--- config.mk ---
export PLATFORM = sky130hd
export DESIGN_NAME = sha1_hash_engine_top_flat
export DESIGN_NICKNAME = d
export VERILOG_FILES = /design/src/sv/sha1_pkg.sv /design/src/sv/sha1_if.sv /design/src/sv/sha1_ctrl.sv /design/src/sv/sha1_dp.sv /design/src/sv/sha1_hash_engine_top.sv /design/src/flat_wrapper.sv
export SDC_FILE = /design/constraint.sdc
export NUM_CORES = 2
export LEC_CHECK = 0
export BUFFER_PORTS_ARGS = -buffer_cell sky130_fd_sc_hd__buf_2
export CAP_MARGIN = 20
export CORE_MARGIN = 8
export CORE_UTILIZATION = 55
export CTS_CLUSTER_SIZE = 20
export DETAILED_ROUTE_END_ITERATION = 7
export GPL_TIMING_DRIVEN = 0
export PLACE_DENSITY_LB_ADDON = 0.08
export SYNTH_ARGS = -nofsm -noshare
export SYNTH_HDL_FRONTEND = slang
export SYNTH_HIERARCHICAL = 1
export SYNTH_SLANG_ARGS = --single-unit
--- constraint.sdc ---
create_clock -name clk_i -period 17.8 [get_ports clk_i]
set_clock_uncertainty 0.05 [all_clocks]
set_input_delay 0 -clock clk_i [delete_from_list [all_inputs] [get_ports clk_i]]
set_output_delay 0 -clock clk_i [all_outputs]
set_load 0.01 [all_outputs]
--- src/sv/sha1_pkg.sv ---
// Shared types, constants and round functions of the SHA-1 engine.
// No dependencies; used by the controller, datapath and top level.
package sha1_pkg;

  typedef logic [31:0] word_t;

  // Initial chain value
  localparam word_t H_INIT [5] = '{
    32'h67452301, 32'hEFCDAB89, 32'h98BADCFE, 32'h10325476, 32'hC3D2E1F0
  };

  // Round constants
  localparam word_t K_CH   = 32'h5A827999;
  localparam word_t K_PAR1 = 32'h6ED9EBA1;
  localparam word_t K_MAJ  = 32'h8F1BBCDC;
  localparam word_t K_PAR2 = 32'hCA62C1D6;

  localparam logic [7:0] PAD_BYTE  = 8'h80;
  localparam logic [5:0] LEN_POS   = 6'd56;  // bit 448: start of length field
  localparam logic [5:0] LAST_POS  = 6'd63;  // bit 504: last byte of a block
  localparam logic [6:0] ROUNDS    = 7'd80;
  localparam logic [2:0] LAST_IDX  = 3'd4;

  typedef enum logic [1:0] {
    RK_CH   = 2'd0,
    RK_PAR1 = 2'd1,
    RK_MAJ  = 2'd2,
    RK_PAR2 = 2'd3
  } round_kind_e;

  typedef enum logic [1:0] {
    BS_DATA = 2'd0,
    BS_PAD  = 2'd1,
    BS_ZERO = 2'd2,
    BS_LEN  = 2'd3
  } byte_sel_e;

  // Controller to datapath
  typedef struct packed {
    logic        push;
    byte_sel_e   byte_sel;
    logic        count_len;
    logic        load_work;
    logic        round;
    round_kind_e kind;
    logic        finish;
    logic        clear_msg;
  } dp_cmd_t;

  // Datapath to controller
  typedef struct packed {
    logic fill_last;
    logic fill_len_pos;
  } dp_stat_t;

  function automatic word_t rotl1(word_t v);
    return {v[30:0], v[31]};
  endfunction

  function automatic word_t rotl5(word_t v);
    return {v[26:0], v[31:27]};
  endfunction

  function automatic word_t rotl30(word_t v);
    return {v[1:0], v[31:2]};
  endfunction

  function automatic word_t round_f(round_kind_e kind, word_t b, word_t c, word_t d);
    word_t f;
    case (kind)
      RK_CH:   f = (b & c) | (~b & d);
      RK_MAJ:  f = (b & c) | (b & d) | (c & d);
      default: f = b ^ c ^ d;
    endcase
    return f;
  endfunction

  function automatic word_t round_k(round_kind_e kind);
    word_t k;
    case (kind)
      RK_CH:   k = K_CH;
      RK_PAR1: k = K_PAR1;
      RK_MAJ:  k = K_MAJ;
      default: k = K_PAR2;
    endcase
    return k;
  endfunction

endpackage

--- src/sv/sha1_if.sv ---
// Valid/ready channel interfaces of the SHA-1 engine: byte input, digest output.
// No dependencies.
interface sha1_in_if;
  logic       valid;
  logic       ready;
  logic [7:0] data_byte;
  logic       has_byte;
  logic       last_byte;

  modport source (output valid, output data_byte, output has_byte, output last_byte,
                  input ready);
  modport sink   (input valid, input data_byte, input has_byte, input last_byte,
                  output ready);
endinterface

interface sha1_out_if;
  logic        valid;
  logic        ready;
  logic [31:0] digest_word;
  logic [2:0]  word_index;
  logic        last_word;

  modport source (output valid, output digest_word, output word_index, output last_word,
                  input ready);
  modport sink   (input valid, input digest_word, input word_index, input last_word,
                  output ready);
endinterface

--- src/sv/sha1_ctrl.sv ---
// SHA-1 engine controller: input handshake, padding sequence, round count, digest output.
// Depends on sha1_pkg.
module sha1_ctrl (
  input  logic               clk_i,
  input  logic               rst_ni,
  input  logic               in_valid_i,
  input  logic               in_has_byte_i,
  input  logic               in_last_byte_i,
  output logic               in_ready_o,
  output logic               out_valid_o,
  input  logic               out_ready_i,
  output logic [2:0]         word_idx_o,
  output logic               last_word_o,
  input  sha1_pkg::dp_stat_t stat_i,
  output sha1_pkg::dp_cmd_t  cmd_o
);

  typedef enum logic [3:0] {
    ST_IDLE = 4'b0001,
    ST_PAD  = 4'b0010,
    ST_COMP = 4'b0100,
    ST_EMIT = 4'b1000
  } state_e;

  typedef enum logic [2:0] {
    PH_MARK = 3'b001,
    PH_ZERO = 3'b010,
    PH_LEN  = 3'b100
  } phase_e;

  localparam logic [6:0] RndStage1 = 7'd20;
  localparam logic [6:0] RndStage2 = 7'd40;
  localparam logic [6:0] RndStage3 = 7'd60;

  state_e      state_q, state_d;
  phase_e      phase_q, phase_d;
  logic [6:0]  rnd_q, rnd_d;
  logic [2:0]  idx_q, idx_d;
  logic        last_q, last_d;
  logic        done_q, done_d;
  logic        in_fire;
  sha1_pkg::round_kind_e kind;

  assign in_ready_o  = (state_q == ST_IDLE);
  assign in_fire     = in_valid_i & in_ready_o;
  assign out_valid_o = (state_q == ST_EMIT);
  assign word_idx_o  = idx_q;
  assign last_word_o = (idx_q == sha1_pkg::LAST_IDX);

  // Round function by round number
  always_comb begin
    if (rnd_q < RndStage1) begin
      kind = sha1_pkg::RK_CH;
    end else if (rnd_q < RndStage2) begin
      kind = sha1_pkg::RK_PAR1;
    end else if (rnd_q < RndStage3) begin
      kind = sha1_pkg::RK_MAJ;
    end else begin
      kind = sha1_pkg::RK_PAR2;
    end
  end

  // Next state and datapath commands
  always_comb begin
    state_d = state_q;
    phase_d = phase_q;
    rnd_d   = rnd_q;
    idx_d   = idx_q;
    last_d  = last_q;
    done_d  = done_q;

    cmd_o.push      = 1'b0;
    cmd_o.byte_sel  = sha1_pkg::BS_DATA;
    cmd_o.count_len = 1'b0;
    cmd_o.load_work = 1'b0;
    cmd_o.round     = 1'b0;
    cmd_o.kind      = kind;
    cmd_o.finish    = 1'b0;
    cmd_o.clear_msg = 1'b0;

    unique case (state_q)
      ST_IDLE: begin
        if (in_fire) begin
          last_d  = in_last_byte_i;
          phase_d = PH_MARK;
          if (in_has_byte_i) begin
            cmd_o.push      = 1'b1;
            cmd_o.count_len = 1'b1;
            if (stat_i.fill_last) begin
              cmd_o.load_work = 1'b1;
              rnd_d           = '0;
              state_d         = ST_COMP;
            end else if (in_last_byte_i) begin
              state_d = ST_PAD;
            end
          end else if (in_last_byte_i) begin
            state_d = ST_PAD;
          end
        end
      end

      ST_PAD: begin
        unique case (phase_q)
          PH_MARK: begin
            cmd_o.push     = 1'b1;
            cmd_o.byte_sel = sha1_pkg::BS_PAD;
            phase_d        = PH_ZERO;
          end
          PH_ZERO: begin
            if (stat_i.fill_len_pos) begin
              phase_d = PH_LEN;
            end else begin
              cmd_o.push     = 1'b1;
              cmd_o.byte_sel = sha1_pkg::BS_ZERO;
            end
          end
          PH_LEN: begin
            cmd_o.push     = 1'b1;
            cmd_o.byte_sel = sha1_pkg::BS_LEN;
            if (stat_i.fill_last) begin
              done_d = 1'b1;
            end
          end
          default: phase_d = PH_MARK;
        endcase
        // block full: compress before padding goes on
        if (cmd_o.push && stat_i.fill_last) begin
          cmd_o.load_work = 1'b1;
          rnd_d           = '0;
          state_d         = ST_COMP;
        end
      end

      ST_COMP: begin
        if (rnd_q == sha1_pkg::ROUNDS) begin
          cmd_o.finish = 1'b1;
          if (done_q) begin
            idx_d   = '0;
            state_d = ST_EMIT;
          end else if (last_q) begin
            state_d = ST_PAD;
          end else begin
            state_d = ST_IDLE;
          end
        end else begin
          cmd_o.round = 1'b1;
          rnd_d       = rnd_q + 7'd1;
        end
      end

      ST_EMIT: begin
        if (out_ready_i) begin
          if (idx_q == sha1_pkg::LAST_IDX) begin
            cmd_o.clear_msg = 1'b1;
            last_d          = 1'b0;
            done_d          = 1'b0;
            state_d         = ST_IDLE;
          end else begin
            idx_d = idx_q + 3'd1;
          end
        end
      end

      default: state_d = ST_IDLE;
    endcase
  end

  // Control registers
  always_ff @(posedge clk_i or negedge rst_ni) begin
    if (!rst_ni) begin
      state_q <= ST_IDLE;
      phase_q <= PH_MARK;
      rnd_q   <= '0;
      idx_q   <= '0;
      last_q  <= 1'b0;
      done_q  <= 1'b0;
    end else begin
      state_q <= state_d;
      phase_q <= phase_d;
      rnd_q   <= rnd_d;
      idx_q   <= idx_d;
      last_q  <= last_d;
      done_q  <= done_d;
    end
  end

endmodule

--- src/sv/sha1_dp.sv ---
// SHA-1 engine datapath: block shift register, message schedule, round unit, chain value.
// Depends on sha1_pkg; driven by sha1_ctrl through dp_cmd_t.
module sha1_dp (
  input  logic               clk_i,
  input  logic               rst_ni,
  input  sha1_pkg::dp_cmd_t  cmd_i,
  input  logic [7:0]         data_byte_i,
  input  logic [2:0]         word_idx_i,
  output sha1_pkg::dp_stat_t stat_o,
  output sha1_pkg::word_t    digest_word_o
);

  sha1_pkg::word_t chain_q [5];
  logic [5:0]      fill_q;
  logic [63:0]     bit_len_q;
  logic [511:0]    blk_q;
  sha1_pkg::word_t a_q, b_q, c_q, d_q, e_q;

  logic [7:0]      push_byte;
  logic [7:0]      len_byte;
  sha1_pkg::word_t w0, w2, w8, w13, w_new, t_sum;

  assign stat_o.fill_last    = (fill_q == sha1_pkg::LAST_POS);
  assign stat_o.fill_len_pos = (fill_q == sha1_pkg::LEN_POS);

  // Length field, most significant byte first, picked by position in the field
  assign len_byte = 8'(bit_len_q >> {~fill_q[2:0], 3'b000});

  always_comb begin
    case (cmd_i.byte_sel)
      sha1_pkg::BS_DATA: push_byte = data_byte_i;
      sha1_pkg::BS_PAD:  push_byte = sha1_pkg::PAD_BYTE;
      sha1_pkg::BS_ZERO: push_byte = 8'h00;
      default:           push_byte = len_byte;
    endcase
  end

  // Schedule window: word j of the window sits at blk_q[511-32j -: 32]
  assign w0    = blk_q[511:480];
  assign w2    = blk_q[447:416];
  assign w8    = blk_q[255:224];
  assign w13   = blk_q[95:64];
  assign w_new = sha1_pkg::rotl1(w13 ^ w8 ^ w2 ^ w0);

  assign t_sum = sha1_pkg::rotl5(a_q) + sha1_pkg::round_f(cmd_i.kind, b_q, c_q, d_q)
               + e_q + sha1_pkg::round_k(cmd_i.kind) + w0;

  // Digest word select
  always_comb begin
    case (word_idx_i)
      3'd0:    digest_word_o = chain_q[0];
      3'd1:    digest_word_o = chain_q[1];
      3'd2:    digest_word_o = chain_q[2];
      3'd3:    digest_word_o = chain_q[3];
      default: digest_word_o = chain_q[4];
    endcase
  end

  // Block shift register and working variables
  always_ff @(posedge clk_i) begin
    if (cmd_i.push) begin
      blk_q <= {blk_q[503:0], push_byte};
    end else if (cmd_i.round) begin
      blk_q <= {blk_q[479:0], w_new};
    end
    if (cmd_i.load_work) begin
      a_q <= chain_q[0];
      b_q <= chain_q[1];
      c_q <= chain_q[2];
      d_q <= chain_q[3];
      e_q <= chain_q[4];
    end else if (cmd_i.round) begin
      a_q <= t_sum;
      b_q <= a_q;
      c_q <= sha1_pkg::rotl30(b_q);
      d_q <= c_q;
      e_q <= d_q;
    end
  end

  // Message state: chain value, fill position, bit length
  always_ff @(posedge clk_i or negedge rst_ni) begin
    if (!rst_ni) begin
      chain_q   <= sha1_pkg::H_INIT;
      fill_q    <= '0;
      bit_len_q <= '0;
    end else if (cmd_i.clear_msg) begin
      chain_q   <= sha1_pkg::H_INIT;
      fill_q    <= '0;
      bit_len_q <= '0;
    end else begin
      if (cmd_i.push) begin
        fill_q <= fill_q + 6'd1;
      end
      if (cmd_i.count_len) begin
        bit_len_q <= bit_len_q + 64'd8;
      end
      if (cmd_i.finish) begin
        chain_q[0] <= chain_q[0] + a_q;
        chain_q[1] <= chain_q[1] + b_q;
        chain_q[2] <= chain_q[2] + c_q;
        chain_q[3] <= chain_q[3] + d_q;
        chain_q[4] <= chain_q[4] + e_q;
      end
    end
  end

endmodule

--- src/sv/sha1_hash_engine_top.sv ---
// Channel    | Dir | Payload                                  | Transfer
// in_ch_i    | in  | data_byte[7:0], has_byte, last_byte      | valid & ready
// out_ch_o   | out | digest_word[31:0], word_index[2:0], last | valid & ready
//
// A byte item is stored into the block; the item that completes a 64-byte block is
// stored, run through 80 rounds of the single round unit, then added into the chain.
// A final item then pads one byte a cycle, except while a block is compressed, with
// a pause before the length field, compressing one or two more blocks, and presents
// the five digest words, one per cycle while the sink is ready.
// Input stalls during each compression, and from a final item until the digest
// is fully transferred.
// Asynchronous active-low reset loads the initial chain value and clears the length.
// Top level of the SHA-1 engine; depends on sha1_pkg, sha1_if, sha1_ctrl and sha1_dp.
module sha1_hash_engine_top (
  input  logic        clk_i,
  input  logic        rst_ni,
  sha1_in_if.sink     in_ch_i,
  sha1_out_if.source  out_ch_o
);

  sha1_pkg::dp_cmd_t  cmd;
  sha1_pkg::dp_stat_t stat;
  logic [2:0]         word_idx;

  sha1_ctrl u_sha1_ctrl (
    .clk_i          (clk_i),
    .rst_ni         (rst_ni),
    .in_valid_i     (in_ch_i.valid),
    .in_has_byte_i  (in_ch_i.has_byte),
    .in_last_byte_i (in_ch_i.last_byte),
    .in_ready_o     (in_ch_i.ready),
    .out_valid_o    (out_ch_o.valid),
    .out_ready_i    (out_ch_o.ready),
    .word_idx_o     (word_idx),
    .last_word_o    (out_ch_o.last_word),
    .stat_i         (stat),
    .cmd_o          (cmd)
  );

  sha1_dp u_sha1_dp (
    .clk_i         (clk_i),
    .rst_ni        (rst_ni),
    .cmd_i         (cmd),
    .data_byte_i   (in_ch_i.data_byte),
    .word_idx_i    (word_idx),
    .stat_o        (stat),
    .digest_word_o (out_ch_o.digest_word)
  );

  assign out_ch_o.word_index = word_idx;

endmodule

--- src/flat_wrapper.sv ---
// flat-port wrapper written by rule: the top's interface ports become plain ports
module sha1_hash_engine_top_flat 
  (clk_i, rst_ni, in_ch_i_valid, in_ch_i_data_byte, in_ch_i_has_byte, in_ch_i_last_byte, in_ch_i_ready, out_ch_o_valid, out_ch_o_digest_word, out_ch_o_word_index, out_ch_o_last_word, out_ch_o_ready);
  sha1_in_if in_ch_i_i ();
  sha1_out_if out_ch_o_i ();
  input  logic clk_i;
  input  logic rst_ni;
  input wire logic [$bits(in_ch_i_i.valid)-1:0] in_ch_i_valid;
  input wire logic [$bits(in_ch_i_i.data_byte)-1:0] in_ch_i_data_byte;
  input wire logic [$bits(in_ch_i_i.has_byte)-1:0] in_ch_i_has_byte;
  input wire logic [$bits(in_ch_i_i.last_byte)-1:0] in_ch_i_last_byte;
  output wire logic [$bits(in_ch_i_i.ready)-1:0] in_ch_i_ready;
  output wire logic [$bits(out_ch_o_i.valid)-1:0] out_ch_o_valid;
  output wire logic [$bits(out_ch_o_i.digest_word)-1:0] out_ch_o_digest_word;
  output wire logic [$bits(out_ch_o_i.word_index)-1:0] out_ch_o_word_index;
  output wire logic [$bits(out_ch_o_i.last_word)-1:0] out_ch_o_last_word;
  input wire logic [$bits(out_ch_o_i.ready)-1:0] out_ch_o_ready;
  assign in_ch_i_i.valid = in_ch_i_valid;
  assign in_ch_i_i.data_byte = in_ch_i_data_byte;
  assign in_ch_i_i.has_byte = in_ch_i_has_byte;
  assign in_ch_i_i.last_byte = in_ch_i_last_byte;
  assign in_ch_i_ready = in_ch_i_i.ready;
  assign out_ch_o_valid = out_ch_o_i.valid;
  assign out_ch_o_digest_word = out_ch_o_i.digest_word;
  assign out_ch_o_word_index = out_ch_o_i.word_index;
  assign out_ch_o_last_word = out_ch_o_i.last_word;
  assign out_ch_o_i.ready = out_ch_o_ready;
  sha1_hash_engine_top u_core (.clk_i(clk_i), .rst_ni(rst_ni), .in_ch_i(in_ch_i_i), .out_ch_o(out_ch_o_i));
endmodule
==> key figures <==
Routing
  – Pre-Repair DR Iteration Count: 8
  – Number of DRC markers in iteration 0: 4,513
  – Post-route ant nets: 0
  – DRC: 0
  – Vias per cell: 6.178
  – Wire length per cell: 27.06 um
  – Drt total wl: 168.1 mm
  – Via count: 38,390

Logic synthesis
  – Top post-synthesis cells by area: edfxtp_1 37%, mux2_2 11%, dfrtp_1 7.6%
  – Syn avg cell area: 11.63 um2
  – Netlist Area Pre-Place: 0.05403 mm2
  – Post-synth top area share: 0.3735
  – Seq cells post-synth: 918
  – Synth warn: 6
  – Leading area contributor after synthesis: edfxtp_1
  – Yosys cell types: 91
  – EDFF count, synth: 672
  – Post-synthesis async set-or-reset flop share: 0.2680
  – Post-synthesis net count: 4,988
  – Main flop type after synthesis: edfxtp_1
  – Register area share after synthesis: 0.4894
  – Post-synthesis cell count: 4,647

GRT
  – First-pass GRT wire length: 244.9 mm
  – Total GRT Usage: 0.3054
  – Vias in the first global route: 37,870
  – Total grt overflow: 0
  – Largest net degree at the start of global routing: 113
  – Initial antenna violation count: 0

Setup path
  – Worst EP required: 18.14 ns
  – Critical Path AT: 8.73 ns
  – Critical path peak fanout: 10
  – Reg2reg setup slack: 9.41 ns
  – CP Launch Type: register
  – WS Path Type: register to register
  – Setup crit end kind: register
  – Most used cell, CP: inv_1
  – Worst path slowest cell: clkbuf_1
  – Max stage delay on crit path: 0.73 ns

Floorplan
  – Core area: 0.09784 mm2
  – Die area: 0.1085 mm2
  – Num ports: 52
  – Die W: 329.4 um
  – Row cnt: 115
  – Initial core utilization: 0.5522
  – Die H: 329.4 um

STA
  – Slew HR: 0.1730
  – Final setup margin: 9.409 ns
  – Final Cycle Share: 0.4714
  – Tmin final: 8.391 ns
  – Final setup TNS: 0 ns
  – Max-slew violations: 0
  – Worst Hold Slack: 0.1684 ns
  – Worst-Margin Slew: 1.240 ns
  – Final hold vios: 0
  – Fmax: 0.1192 GHz
  – Final setup vio count: 0
  – Unrepaired setup endpoints after global routing: false

Layout
  – Synthesis-to-layout area growth: 10.92%
  – Fillers: 7,990
  – Antenna cell count: 0
  – Most frequent cells in the layout: 672 x edfxtp_1, 531 x mux2_2, 405 x nand2_1
  – Final cell count without fillers: 6,214
  – Share of layout cells above drive strength 1: 0.1875
  – Final net count: 5,185
  – Most common cell after layout, fill and taps aside: edfxtp_1

Place
  – Gpl congestion: 0.9757
  – Detailed Place HPWL: 127.9 mm
  – Dpl ws: 9.466 ns
  – IO buf count: 51
  – # placed instances: 6,010

Pwr
  – Switching portion of total power: 0.3551
  – Leak pwr: 0.02222 uW
  – Internal power: 6140 uW
  – Comb pwr share: 0.390
  – Psw: 3380 uW
  – Sequential share of power: 0.390
  – Clk pwr share: 0.220
  – VDD IR max: 0.0001066 V
  – Cell area power density: 158.9 mW/mm2

Clock network
  – Worst-path clk slew: 0.06 ns
  – Postcts setup bufs: 0
  – CTS resizes: 0
  – Largest buffer count on any clock path: 3
  – Worst skew pair latency: 0.70 ns
  – CTS Root Cell: clkbuf_16
  – CTS buffer count: 100
  – Clk sinks: 918
  – CTS tree: done
  – H-tree levels: 3

Hold path
  – Hold crit path type: primary input to register

Run status
  – Status: finished, final reports clean

Run
  – Max-cap violation count: 0
power by group through the flow:
stage                     Combinational, uW  Sequential, uW  Clock, uW
after detailed placement               3670            3750          0
after floorplan                        2790            3630          0
after global routing                   4090            3760       2200
after global placement                 3520            3940          0
after CTS                              3700            3710       2130
final                                  3710            3720       2090
state kept, by name, indices dropped and copies added (netlist names):
name,count
u_core/u_sha1_ctrl/phase_q,3
u_core/u_sha1_ctrl/last_q,1
u_core/u_sha1_dp/e_q,32
u_core/u_sha1_dp/bit_len_q,61
u_core/u_sha1_dp/blk_q,512
u_core/u_sha1_dp/chain_q,160
u_core/u_sha1_dp/b_q,32
u_core/u_sha1_ctrl/state_q,4
u_core/u_sha1_dp/a_q,32
u_core/u_sha1_ctrl/rnd_q,7
u_core/u_sha1_ctrl/word_idx_o,3
u_core/u_sha1_ctrl/done_q,1
u_core/u_sha1_dp/c_q,32
u_core/u_sha1_dp/d_q,32
u_core/u_sha1_dp/fill_q,6
layout make-up:
class / count / area [um2] / area share
flip-flops and latches: 918 / 26440 / 0.4412
multi-input cells: 3184 / 25530 / 0.4260
clock buffers: 135 / 2738 / 0.04569
well taps: 1287 / 1610 / 0.02687
inverters: 353 / 1325 / 0.02211
repair buffers: 95 / 1010 / 0.01685
plain buffers: 192 / 745.7 / 0.01244
clock inverters: 50 / 531.8 / 0.008874
cells in the mapped netlist (125+ instances only):
master	count
edfxtp_1	672
nor2_1	260
o21ai_0	356
mux2_2	531
dfrtp_1	164
inv_1	353
nand2_1	405
xnor2_1	213
fa_1	125
a21oi_1	217
clkbuf_1	166
ha_1	202
worst paths after layout:
path	from	end	cells past startpoint
min	out_ch_o_ready	u_core/u_sha1_ctrl/state_q[3]$_DFFE_PN0P_	5
max	u_core/u_sha1_ctrl/rnd_q[5]$_DFFE_PN0P_	u_core/u_sha1_dp/a_q[29]$_DFFE_PP_	26
min in group asynchronous	rst_ni	u_core/u_sha1_dp/chain_q[34]$_DFFE_PN1P_	3
min reg2reg	u_core/u_sha1_ctrl/done_q$_DFFE_PN0P_	u_core/u_sha1_ctrl/word_idx_o[2]$_DFFE_PN0P_	1
max reg2reg	u_core/u_sha1_ctrl/rnd_q[5]$_DFFE_PN0P_	u_core/u_sha1_dp/a_q[29]$_DFFE_PP_	26
max in group asynchronous	rst_ni	u_core/u_sha1_dp/bit_len_q[14]$_DFFE_PN0N_	4
what timing repair did:
item / in CTS / in global routing
endpoints found under the setup margin: 0 / 0
endpoints found under the hold margin: 249 / 0
hold buffers: 18 / 0
per-stage QoR:
step	util	total power, uW	instance area (um2)
global placement	0.5712	7455	55890
floorplan	-	6419	54030
CTS	0.6123	9543	59910
detailed placement	0.5769	7415	56450
global route	0.6124	10050	59920
finish	0.6124	9520	59920
cell families after synthesis:
| group | share of synthesized area |
|---|---|
| and+or+nand+nor | 0.08205 |
| AOI/OAI and AO/OA | 0.1073 |
| DFF | 0.4894 |
| buffers and inverters | 0.03826 |
| muxes | 0.1413 |
| adders and majority gates | 0.09329 |
| xor gates and xnor gates | 0.04847 |
critical path: cells and delay by family, from the launching register on:
kind,cells,cell delay (ns)
compound gates,10,3.04
buf+inv,6,1.43
flops,1,0.39
xor+xnor,1,0.18
simple gates,3,0.51
fa+ha+maj,6,2.50
per-layer routing:
| layer | up-vias | share of wire | global-route usage |
|---|---|---|---|
| li1 | 17200 | - | - |
| met5 | - | 0 | 0 |
| met1 | 19200 | 0.38 | 0.3835 |
| met3 | 343 | 0.081 | 0.04866 |
| met2 | 1649 | 0.47 | 0.5074 |
| met4 | 0 | 0.061 | 0.1644 |
No activity file was read; power rests on OpenSTA's default activity.
